`src/rtl/mbrtu_pkg.sv`:
```
// shared constants and the crc step function for the modbus rtu slave engine
`default_nettype none
package mbrtu_pkg;
    localparam int NUM_REGS_DEF  = 32;
    localparam int BUF_BYTES_DEF = 64;

    localparam logic [1:0] OP_RX_BYTE = 2'd0;
    localparam logic [1:0] OP_TICK    = 2'd1;
    localparam logic [1:0] OP_LWRITE  = 2'd2;
    localparam logic [1:0] OP_LREAD   = 2'd3;

    localparam logic [1:0] CFG_NODE_ADDR = 2'd0;
    localparam logic [1:0] CFG_GAP_TICKS = 2'd1;
    localparam logic [1:0] CFG_CRC_EXC   = 2'd2;

    localparam logic [7:0] FN_READ      = 8'h03;
    localparam logic [7:0] FN_WRITE     = 8'h06;
    localparam logic [7:0] EXC_FLAG     = 8'h80;
    localparam logic [7:0] EXC_ILL_FUNC = 8'h01;
    localparam logic [7:0] EXC_ILL_ADDR = 8'h02;
    localparam logic [15:0] CRC_INIT    = 16'hFFFF;
    localparam logic [15:0] CRC_POLY    = 16'hA001;
    localparam logic [15:0] READ_MISS   = 16'hFFFF;
    localparam logic [5:0]  READ_CAP    = 6'd29;

    // one crc step over a whole byte, eight shifts of the 16-bit value
    function automatic logic [15:0] crc_byte(input logic [15:0] crc, input logic [7:0] b);
        logic [15:0] c;
        c = crc ^ {8'h00, b};
        for (int k = 0; k < 8; k++)
        begin
            c = c[0] ? ((c >> 1) ^ CRC_POLY) : (c >> 1);
        end
        return c;
    endfunction
endpackage
`default_nettype wire

```
`src/rtl/mbrtu_crc.sv`:
```
// crc-16 accumulator, one byte per cycle while en is high
`default_nettype none
module mbrtu_crc
(
    input  wire logic        clk,
    input  wire logic        rst_n,
    input  wire logic        clear,
    input  wire logic        en,
    input  wire logic [7:0]  din,
    output logic      [15:0] crc
);
    logic [15:0] crc_reg;
    always_ff @(posedge clk or negedge rst_n)
    begin
        if (!rst_n)
            crc_reg <= mbrtu_pkg::CRC_INIT;
        else if (clear)
            crc_reg <= mbrtu_pkg::CRC_INIT;
        else if (en)
            crc_reg <= mbrtu_pkg::crc_byte(crc_reg, din);
    end
    assign crc = crc_reg;
endmodule
`default_nettype wire

```
`src/rtl/modbus_rtu_slave_engine_core.sv`:
```
// top level of the modbus rtu slave engine
`default_nettype none
// a byte, a tick that does not end a frame, and a local write are taken while idle and keep
//   busy low; a local read passes through S_LREAD, which registers its strobe
// frame end: S_FETCH, the S_CRCRUN walk over the buffered bytes, then S_CRCCMP, S_DECIDE
//   and S_RDREG as needed; each reply byte leaves S_EMIT, with S_EMITW between bytes
// results cannot be stalled; busy drops in the cycle of the last strobe
// reset loads config 1/3/4, clears control, then clears NUM_REGS registers while busy
module modbus_rtu_slave_engine_core
#(
    parameter int NUM_REGS  = mbrtu_pkg::NUM_REGS_DEF,
    parameter int BUF_BYTES = mbrtu_pkg::BUF_BYTES_DEF
)
(
    input  wire logic        clk,
    input  wire logic        rst_n,
    input  wire logic        start,
    output logic             busy,
    input  wire logic [1:0]  opcode,
    input  wire logic [7:0]  rx_byte,
    input  wire logic [15:0] reg_index,
    input  wire logic [15:0] reg_value,
    output logic             strobe,
    output logic             kind,
    output logic      [15:0] data,
    output logic             last,
    input  wire logic        cfg_valid,
    output logic             cfg_ready,
    input  wire logic [1:0]  cfg_index,
    input  wire logic [7:0]  cfg_data
);
    localparam int RW = (NUM_REGS > 1) ? $clog2(NUM_REGS) : 1;
    localparam int BW = $clog2(BUF_BYTES);
    localparam int LW = BW + 1;
    localparam logic [16:0] NREGS17 = 17'(NUM_REGS);
    localparam logic [LW-1:0] BUF_FULL = LW'(BUF_BYTES);

    typedef enum logic [3:0] {
        S_CLEAR, S_IDLE, S_LREAD, S_FETCH, S_CRCRUN, S_CRCCMP, S_DECIDE,
        S_RDREG, S_EMIT, S_EMITW
    } state_t;

    // reply byte sources
    typedef enum logic [2:0] {
        R_ADDR, R_FUNC, R_B2, R_B3, R_B4, R_B5, R_DATA, R_CRC
    } rsrc_t;

    state_t state_reg;
    logic [7:0] node_reg, gap_lim_reg, crc_exc_reg;
    logic [7:0] buf_mem [BUF_BYTES];
    logic [7:0] buf_q;
    logic [LW-1:0] len_reg, ptr_reg;
    logic receiving_reg;
    logic [7:0] gap_reg;
    logic [15:0] regs_mem [NUM_REGS];
    logic [15:0] regs_q;
    logic [RW-1:0] clr_reg;
    // local read index range check, taken with the request
    logic lread_ok_reg;
    // header fields captured while walking the frame
    logic [7:0] f_b1, f_b2, f_b3, f_b4, f_b5, f_rx0, f_crclo, f_crchi;
    // reply builder
    logic [7:0] r_b1, r_b2, r_b3, r_b4, r_b5;
    logic [5:0] r_cnt_reg;
    logic [2:0] r_hdr_reg;
    logic        r_is_read, r_is_write, r_hi_reg, r_crc_hi_reg;
    logic [RW-1:0] r_ridx_reg;
    logic [7:0] r_byte;
    logic strobe_reg, kind_reg, last_reg;
    logic [15:0] data_reg;

    // shared crc unit
    logic crc_clear, crc_en;
    logic [7:0] crc_din;
    logic [15:0] crc_val;
    mbrtu_crc u_crc (.clk(clk), .rst_n(rst_n), .clear(crc_clear), .en(crc_en),
        .din(crc_din), .crc(crc_val));

    wire accept = start && !busy;
    assign busy = (state_reg != S_IDLE);
    assign cfg_ready = 1'b1;
    assign strobe = strobe_reg;
    assign kind = kind_reg;
    assign data = data_reg;
    assign last = last_reg;

    // buffer: a byte is stored at wr_pos while wr_pos is below BUF_FULL; later bytes are dropped
    wire [LW-1:0] wr_pos = receiving_reg ? len_reg : '0;
    always_ff @(posedge clk)
    begin
        if (accept && opcode == mbrtu_pkg::OP_RX_BYTE && wr_pos < BUF_FULL)
            buf_mem[wr_pos[BW-1:0]] <= rx_byte;
        buf_q <= buf_mem[ptr_reg[BW-1:0]];
    end

    // register file: one write port, one read port
    logic rg_we;
    logic [RW-1:0] rg_wa, rg_ra;
    logic [15:0] rg_wd;
    always_ff @(posedge clk)
    begin
        if (rg_we)
            regs_mem[rg_wa] <= rg_wd;
        regs_q <= regs_mem[rg_ra];
    end

    wire [15:0] f_addr = {f_b2, f_b3};
    wire [15:0] f_arg  = {f_b4, f_b5};
    wire [16:0] rd_end = {1'b0, f_addr} + {1'b0, f_arg};
    wire lidx_ok = {1'b0, reg_index} < NREGS17;

    always_comb
    begin
        rg_we = 1'b0;
        rg_wa = reg_index[RW-1:0];
        rg_wd = reg_value;
        rg_ra = (state_reg == S_IDLE) ? reg_index[RW-1:0] : r_ridx_reg;
        if (state_reg == S_CLEAR)
        begin
            rg_we = 1'b1;
            rg_wa = clr_reg;
            rg_wd = '0;
        end
        else if (accept && opcode == mbrtu_pkg::OP_LWRITE && lidx_ok)
            rg_we = 1'b1;
        else if (state_reg == S_DECIDE && f_b1 == mbrtu_pkg::FN_WRITE
                 && {1'b0, f_addr} < NREGS17)
        begin
            rg_we = 1'b1;
            rg_wa = f_addr[RW-1:0];
            rg_wd = f_arg;
        end
    end

    // current reply byte
    always_comb
    begin
        unique case (rsrc_t'(r_hdr_reg))
            R_ADDR:  r_byte = node_reg;
            R_FUNC:  r_byte = r_b1;
            R_B2:    r_byte = r_b2;
            R_B3:    r_byte = r_b3;
            R_B4:    r_byte = r_b4;
            R_B5:    r_byte = r_b5;
            R_DATA:  r_byte = r_hi_reg ? regs_q[15:8] : regs_q[7:0];
            R_CRC:   r_byte = r_crc_hi_reg ? crc_val[15:8] : crc_val[7:0];
            default: r_byte = 8'h00;
        endcase
    end

    wire walking = (state_reg == S_CRCRUN);
    wire emitting = (state_reg == S_EMIT);
    // restart the crc before the frame walk, and for the reply once the frame check has been read
    assign crc_clear = (state_reg == S_FETCH) || (state_reg == S_CRCCMP)
                    || (state_reg == S_DECIDE);
    assign crc_en = (walking && ptr_reg <= len_reg - LW'(2) && ptr_reg != 0
                     && (ptr_reg - LW'(1)) < len_reg - LW'(2))
                  || (emitting && rsrc_t'(r_hdr_reg) != R_CRC);
    assign crc_din = walking ? buf_q : r_byte;

    // next header slot after the current one
    function automatic logic [2:0] next_slot(input logic [2:0] cur, input logic rd,
                                             input logic wr);
        rsrc_t c;
        c = rsrc_t'(cur);
        unique case (c)
            R_ADDR:  next_slot = R_FUNC;
            R_FUNC:  next_slot = R_B2;
            R_B2:    next_slot = (rd) ? R_DATA : (wr ? R_B3 : R_CRC);
            R_B3:    next_slot = R_B4;
            R_B4:    next_slot = R_B5;
            R_B5:    next_slot = R_CRC;
            default: next_slot = R_CRC;
        endcase
    endfunction

    always_ff @(posedge clk or negedge rst_n)
    begin
        if (!rst_n)
        begin
            state_reg <= S_CLEAR;
            clr_reg <= '0;
            node_reg <= 8'd1;
            gap_lim_reg <= 8'd3;
            crc_exc_reg <= 8'd4;
            len_reg <= '0;
            ptr_reg <= '0;
            receiving_reg <= 1'b0;
            gap_reg <= '0;
            lread_ok_reg <= 1'b0;
            strobe_reg <= 1'b0;
            kind_reg <= 1'b0;
            last_reg <= 1'b0;
            data_reg <= '0;
            r_cnt_reg <= '0;
            r_hdr_reg <= '0;
            r_hi_reg <= 1'b0;
            r_crc_hi_reg <= 1'b0;
            r_ridx_reg <= '0;
            r_is_read <= 1'b0;
            r_is_write <= 1'b0;
            {f_b1, f_b2, f_b3, f_b4, f_b5, f_rx0, f_crclo, f_crchi} <= '0;
            {r_b1, r_b2, r_b3, r_b4, r_b5} <= '0;
        end
        else
        begin
            strobe_reg <= 1'b0;
            if (cfg_valid)
            begin
                unique case (cfg_index)
                    mbrtu_pkg::CFG_NODE_ADDR: node_reg <= cfg_data;
                    mbrtu_pkg::CFG_GAP_TICKS: gap_lim_reg <= cfg_data;
                    mbrtu_pkg::CFG_CRC_EXC:   crc_exc_reg <= cfg_data;
                    default: ;
                endcase
            end
            unique case (state_reg)
                S_CLEAR:
                begin
                    clr_reg <= clr_reg + RW'(1);
                    if (32'(clr_reg) == NUM_REGS - 1)
                        state_reg <= S_IDLE;
                end
                S_IDLE:
                begin
                    if (accept)
                    begin
                        unique case (opcode)
                            mbrtu_pkg::OP_RX_BYTE:
                            begin
                                receiving_reg <= 1'b1;
                                gap_reg <= '0;
                                if (wr_pos < BUF_FULL)
                                    len_reg <= wr_pos + LW'(1);
                                else
                                    len_reg <= wr_pos;
                            end
                            mbrtu_pkg::OP_TICK:
                            begin
                                if (receiving_reg)
                                begin
                                    if (gap_reg < gap_lim_reg)
                                        gap_reg <= gap_reg + 8'd1;
                                    else
                                    begin
                                        receiving_reg <= 1'b0;
                                        gap_reg <= '0;
                                        ptr_reg <= '0;
                                        state_reg <= S_FETCH;
                                    end
                                end
                            end
                            mbrtu_pkg::OP_LWRITE: ;
                            mbrtu_pkg::OP_LREAD:
                            begin
                                lread_ok_reg <= lidx_ok;
                                state_reg <= S_LREAD;
                            end
                            default: ;
                        endcase
                    end
                end
                S_LREAD:
                begin
                    strobe_reg <= 1'b1;
                    kind_reg <= 1'b1;
                    last_reg <= 1'b1;
                    data_reg <= lread_ok_reg ? regs_q : mbrtu_pkg::READ_MISS;
                    state_reg <= S_IDLE;
                end
                S_FETCH:
                begin
                    // address ptr 0 issued; clear field captures
                    {f_b1, f_b2, f_b3, f_b4, f_b5, f_rx0, f_crclo, f_crchi} <= '0;
                    if (len_reg < LW'(4))
                        state_reg <= S_IDLE;
                    else
                    begin
                        ptr_reg <= LW'(1);
                        state_reg <= S_CRCRUN;
                    end
                end
                S_CRCRUN:
                begin
                    // buf_q holds byte ptr-1
                    unique case (ptr_reg - LW'(1))
                        LW'(0): f_rx0 <= buf_q;
                        LW'(1): f_b1 <= buf_q;
                        LW'(2): f_b2 <= buf_q;
                        LW'(3): f_b3 <= buf_q;
                        LW'(4): f_b4 <= buf_q;
                        LW'(5): f_b5 <= buf_q;
                        default: ;
                    endcase
                    if (ptr_reg - LW'(1) == len_reg - LW'(2))
                        f_crclo <= buf_q;
                    if (ptr_reg == len_reg)
                    begin
                        f_crchi <= buf_q;
                        state_reg <= S_CRCCMP;
                    end
                    else
                        ptr_reg <= ptr_reg + LW'(1);
                end
                S_CRCCMP:
                begin
                    r_hdr_reg <= R_ADDR;
                    r_crc_hi_reg <= 1'b0;
                    r_hi_reg <= 1'b1;
                    r_is_read <= 1'b0;
                    r_is_write <= 1'b0;
                    if (f_rx0 != node_reg)
                        state_reg <= S_IDLE;
                    else if (f_crclo != crc_val[7:0] || f_crchi != crc_val[15:8])
                    begin
                        r_b1 <= f_b1 | mbrtu_pkg::EXC_FLAG;
                        r_b2 <= crc_exc_reg;
                        state_reg <= S_EMIT;
                    end
                    else
                        state_reg <= S_DECIDE;
                end
                S_DECIDE:
                begin
                    if (f_b1 == mbrtu_pkg::FN_READ)
                    begin
                        if (f_arg > 16'(mbrtu_pkg::READ_CAP) || rd_end > NREGS17)
                        begin
                            r_b1 <= f_b1 | mbrtu_pkg::EXC_FLAG;
                            r_b2 <= mbrtu_pkg::EXC_ILL_ADDR;
                            state_reg <= S_EMIT;
                        end
                        else
                        begin
                            r_is_read <= (f_arg != 0);
                            r_b1 <= mbrtu_pkg::FN_READ;
                            r_b2 <= {f_b5[6:0], 1'b0};
                            r_cnt_reg <= {f_b5[4:0], 1'b0};
                            r_ridx_reg <= f_addr[RW-1:0];
                            state_reg <= S_RDREG;
                        end
                    end
                    else if (f_b1 == mbrtu_pkg::FN_WRITE)
                    begin
                        r_b1 <= f_b1 | mbrtu_pkg::EXC_FLAG;
                        r_b2 <= mbrtu_pkg::EXC_ILL_ADDR;
                        if ({1'b0, f_addr} < NREGS17)
                        begin
                            r_is_write <= 1'b1;
                            r_b1 <= mbrtu_pkg::FN_WRITE;
                            r_b2 <= f_b2;
                            r_b3 <= f_b3;
                            r_b4 <= f_b4;
                            r_b5 <= f_b5;
                        end
                        state_reg <= S_EMIT;
                    end
                    else
                    begin
                        r_b1 <= f_b1 | mbrtu_pkg::EXC_FLAG;
                        r_b2 <= mbrtu_pkg::EXC_ILL_FUNC;
                        state_reg <= S_EMIT;
                    end
                end
                S_RDREG:
                    state_reg <= S_EMIT;   // register read settles
                S_EMIT:
                begin
                    strobe_reg <= 1'b1;
                    kind_reg <= 1'b0;
                    data_reg <= {8'h00, r_byte};
                    last_reg <= (rsrc_t'(r_hdr_reg) == R_CRC) && r_crc_hi_reg;
                    state_reg <= S_EMITW;
                    if (rsrc_t'(r_hdr_reg) == R_CRC)
                    begin
                        r_crc_hi_reg <= 1'b1;
                        if (r_crc_hi_reg)
                            state_reg <= S_IDLE;
                    end
                    else if (rsrc_t'(r_hdr_reg) == R_DATA)
                    begin
                        r_hi_reg <= !r_hi_reg;
                        r_cnt_reg <= r_cnt_reg - 6'd1;
                        if (!r_hi_reg)
                            r_ridx_reg <= r_ridx_reg + RW'(1);
                        if (r_cnt_reg == 6'd1)
                            r_hdr_reg <= R_CRC;
                    end
                    else
                        r_hdr_reg <= next_slot(r_hdr_reg, r_is_read, r_is_write);
                end
                S_EMITW:
                    state_reg <= S_EMIT;   // lets crc and register read settle
                default: state_reg <= S_IDLE;
            endcase
        end
    end

    // no reply strobe while taking requests
    ap_idle_quiet: assert property (@(posedge clk) disable iff (!rst_n)
        (state_reg == S_IDLE && $past(state_reg) == S_IDLE) |-> !strobe_reg)
        else $error("strobe while idle");
    // local read answers in the cycle after its state
    ap_lread: assert property (@(posedge clk) disable iff (!rst_n)
        (state_reg == S_LREAD) |=> (strobe_reg && kind_reg && last_reg))
        else $error("local read lost");
    // reply bytes carry kind zero
    ap_kind: assert property (@(posedge clk) disable iff (!rst_n)
        (strobe_reg && $past(state_reg) == S_EMIT) |-> !kind_reg)
        else $error("bad kind");
    // last byte returns to idle
    ap_last: assert property (@(posedge clk) disable iff (!rst_n)
        (strobe_reg && last_reg && !kind_reg) |-> state_reg == S_IDLE)
        else $error("reply did not end");
endmodule
`default_nettype wire

```
`config.mk`:
```
export PLATFORM = sky130hd
export DESIGN_NAME = modbus_rtu_slave_engine_core
export DESIGN_NICKNAME = d
export VERILOG_FILES = /design/src/rtl/mbrtu_pkg.sv /design/src/rtl/mbrtu_crc.sv /design/src/rtl/modbus_rtu_slave_engine_core.sv
export SDC_FILE = /design/constraint.sdc
export NUM_CORES = 2
export LEC_CHECK = 0
export BUFFER_PORTS_ARGS = -buffer_cell sky130_fd_sc_hd__buf_2
export CAP_MARGIN = 30
export CORE_MARGIN = 5
export CORE_UTILIZATION = 40
export CTS_CLUSTER_DIAMETER = 40
export DETAILED_ROUTE_END_ITERATION = 6
export SYNTH_ARGS = -nofsm -noshare
export SYNTH_HDL_FRONTEND = slang
export SYNTH_SLANG_ARGS = --single-unit
export TNS_END_PERCENT = 20
```
`constraint.sdc`:
```
create_clock -name clk -period 11.9 [get_ports clk]
set_input_delay 0.595 -clock clk [delete_from_list [all_inputs] [get_ports clk]]
set_output_delay 0.595 -clock clk [all_outputs]
set_load 0.01 [all_outputs]
```
==> out/results.tsv <==
stage	metric	value	unit
power_and_ir_drop	worst ir drop on vdd	182.9	uV
power_and_ir_drop	Power Density	224.0	nW/um^2
hold_path	Worst Hold Launch	cfg_data[1]	
grt	total track usage	18.85	%
power_and_ir_drop	Clk pwr share	36.4	%
setup_path	Crit Path Class	reg -> reg	
setup_path	FF-to-FF path depth	12	
synthesis	warnings from Yosys	0	
synthesis	predominant post-synthesis flop cell	edfxtp_1	
hold_path	Hold WC Path Type	in -> reg	
synthesis	top cells by count, synth	1024 x edfxtp_1, 354 x nand2_1, 293 x mux4_2, 194 x dfrtp_1, 187 x nor2_1	
setup_path	Critical-path top delay cell	and3_1	
cells_and_area	post-layout util	46.63	%
job	max-cap viol count	0	
cells_and_area	area grow syn2layout	16.18	%
hold_path	Worst Hold Path Cells	2	
sta	Layout Skew	33.73	ps
power_and_ir_drop	Net Switching	0.004098	W
floorplan	FP Rows	133	
grt	gr ovfl total	0	
floorplan	full die area	138800	um^2
synthesis	Netlist cell types	86	
grt	global-route wire length before repair	194.2	mm
sta	unrepaired setup endpoints after global routing	no	
setup_path	CP max stage delay	640	ps
setup_path	crit-path cells	ha_1, fa_1, a21o_1, a221oi_1, o21ai_1, o211a_1, or4b_1, nor4_1, and3_1, nor2_1, buf_4, mux2_2	
place	PortBufs	75	
synthesis	Gate Count Post-Synth	3202	
setup_path	Worst EP arrival	5220	ps
synthesis	Synth area leaders	edfxtp_1 59%, mux4_2 13%, dfrtp_1 9.2%, nand2_1 2.5%, nor2_1 1.3%	
floorplan	number of I/O pins	77	
sta	Final period util	38.40	%
sta	Worst Max-Slew Pin Slew	1009	ps
setup_path	Crit path depth	12	
setup_path	Worst setup EP type	flip-flop	
setup_path	crit path launch type	flip-flop	
cells_and_area	share of cells above drive strength 1	24.47	%
cts	H-tree lvl count	4	
routing	via/cell ratio	5.518	
routing	initial DRC count	2852	
routing	DRT antenna net count	0	
power_and_ir_drop	sequential power share	39.7	%
routing	via total after detailed routing	29090	
setup_path	Worst EP required	12550	ps
power_and_ir_drop	combinational share of power	24.0	%
place	gpl congestion	0.8682	
synthesis	sequential area share after synthesis	69.65	%
cts	Worst-path clk slew	60	ps
cells_and_area	nets@finish	3483	
setup_path	worst r2r dst	r_cnt_reg[0]	
floorplan	starting density of the core	40.14	%
power_and_ir_drop	Tot Pwr	0.01368	W
cts	CTS sink count	1262	
cts	clk root buf	clkbuf_16	
synthesis	count leader, synth	edfxtp_1	
cts	CTS tree	yes	
synthesis	Post-synth ARST share	16.96	%
synthesis	Synth Area per Inst	16.42	um^2
cts	Num CTS Buffers	164	
cells_and_area	Fill cells	11190	
floorplan	die height	372.5	um
synthesis	EDFF count, synth	1024	
synthesis	Post-Syn Nets	3310	
outcome	status	completed	
sta	fin crit period	4569	ps
grt	largest net degree at the start of global routing	105	
floorplan	die extent in x	372.5	um
synthesis	synthesized area	52560	um^2
routing	DR WL/cell	24.68	um
floorplan	Core Area	131000	um^2
setup_path	crit-path max FO	13	
synthesis	post-synth top area share	58.50	%
sta	post-route setup TNS	0	ps
routing	# DRC	0	
hold_path	WHS Endpoint	crc_exc_reg[1]	
cts	Clk Latency, worst-skew pair	780	ps
setup_path	Reg2Reg Launch Point	f_b3[0]	
power_and_ir_drop	total leakage power	21.50	nW
sta	fmax	218.9	MHz
sta	Worst slew margin	32.36	%
sta	Hold Violations, Final	0	
power_and_ir_drop	Int Pwr	0.009584	W
grt	vias in the first global route	29070	
synthesis	flop and latch count out of synthesis	1262	
cts	Max Buffers Root-to-Sink	3	
place	dpl hpwl	80.24	mm
setup_path	internal reg-to-reg setup slack	7330	ps
routing	final WL	130.1	mm
setup_path	dominant delay contributor by cell family on the critical path	simple AND/OR/NAND/NOR gates	
sta	final slew viol count	0	
routing	Pre-antenna DRT Iters	6	
grt	initial antenna violation count	4	
power_and_ir_drop	Switching Fraction	29.95	%
setup_path	CP bufs+invs	1	
sta	Setup Viol. Count Final	0	
cts	post-CTS sizing	0	
synthesis	area leader, netlist	edfxtp_1	
cell usage in the layout, fill, tap and decap left out, drive strengths merged, types with 15 or more instances in the layout:
cell type,instances
nand2b,23
ha,51
dfstp,20
and3,15
mux2i,32
nor3,31
buf,172
nor2b,15
a31oi,16
dfxtp,24
mux2,63
bufinv,17
edfxtp,1024
nor2,187
a21o,15
nand3,117
inv,77
o21ai,132
xor2,34
clkbuf,196
nand2,355
mux4,294
xnor2,41
a21oi,100
nor4,19
clkinvlp,16
and2,15
dfrtp,194
clkinv,58
layer usage:
layer	GRT usage (%)	share of wire, %
met1	27.27	44
met2	28.65	46
met3	3.722	6.5
met4	6.726	3.5
met5	0	0.0077
worst register-to-register path, cell delays in order, from the launching register on:
cell      delay [ps]
dfrtp_1          430
ha_1             260
fa_1             430
a21o_1           210
a221oi_1         400
o21ai_1          220
o211a_1          240
or4b_1           510
nor4_1           370
and3_1           640
nor2_1           240
buf_4            240
mux2_2           270
through the flow:
stage	setup slack, ps	hold slack, ps	instance area (um^2)	std cells
final	7331	89.05	61070	5272
after global routing	6897	48.82	61060	5269
after CTS	7218	13.15	61000	5266
after detailed placement	7227	465.2	55370	4960
after global placement	7040	460.5	55280	4953
after floorplan	7574	299.4	52560	3202
how the worst max path moves through the flow:
stage,startpoint,end,slack (ps)
2_1_floorplan,ptr_reg[0],u_crc.crc[10],7570
3_3_place_gp,state_reg[1],regs_mem[31][0],7040
3_5_place_dp,ptr_reg[0],u_crc.crc[13],7230
4_1_cts,ptr_reg[0],u_crc.crc[9],7220
5_1_grt,state_reg[1],regs_mem[30][15],6900
6_report,f_b3[0],r_cnt_reg[0],7330
cell families (layout without fill, tap and decap cells):
logic type	Yosys count	after routing	share of synthesized area (%)
xor+xnor	78	78	1.431
flops	1262	1262	69.65
mux	389	389	14.58
fa+ha+maj	52	52	1.252
simple gates	828	828	7.055
other cells	1	4	0.007134
buf+inv	225	537	1.754
compound gates	367	367	4.266
area by class of cell:
class                   count  area, um^2  share of cell area [%]
clock buffers             196        4349                   7.122
clock inverters           109        1271                   2.082
well taps                1755        2196                   3.596
repair buffers            173        1219                   1.996
flip-flops and latches   1262       36620                   59.97
inverters                  59       221.5                  0.3627
multi-input cells        1715       15180                   24.86
diodes                      3       7.507                 0.01229
what timing repair did:
action / 4_1_cts / 5_1_grt
buffers inserted: 0 / 0
endpoints found under the setup margin: 0 / 0
hold buffers: 1 / 0
hold endpoints to repair: 79 / 0
power by group through the flow:
stage	clock, W	sequential, W	combinational, W
floorplan	0	0.00537	0.00234
global placement	0	0.00551	0.00326
detailed placement	0	0.00551	0.00329
CTS	0.00507	0.00542	0.00330
global route	0.00528	0.00545	0.00355
finish	0.00498	0.00543	0.00328
No activity file was read; power rests on OpenSTA's default activity.
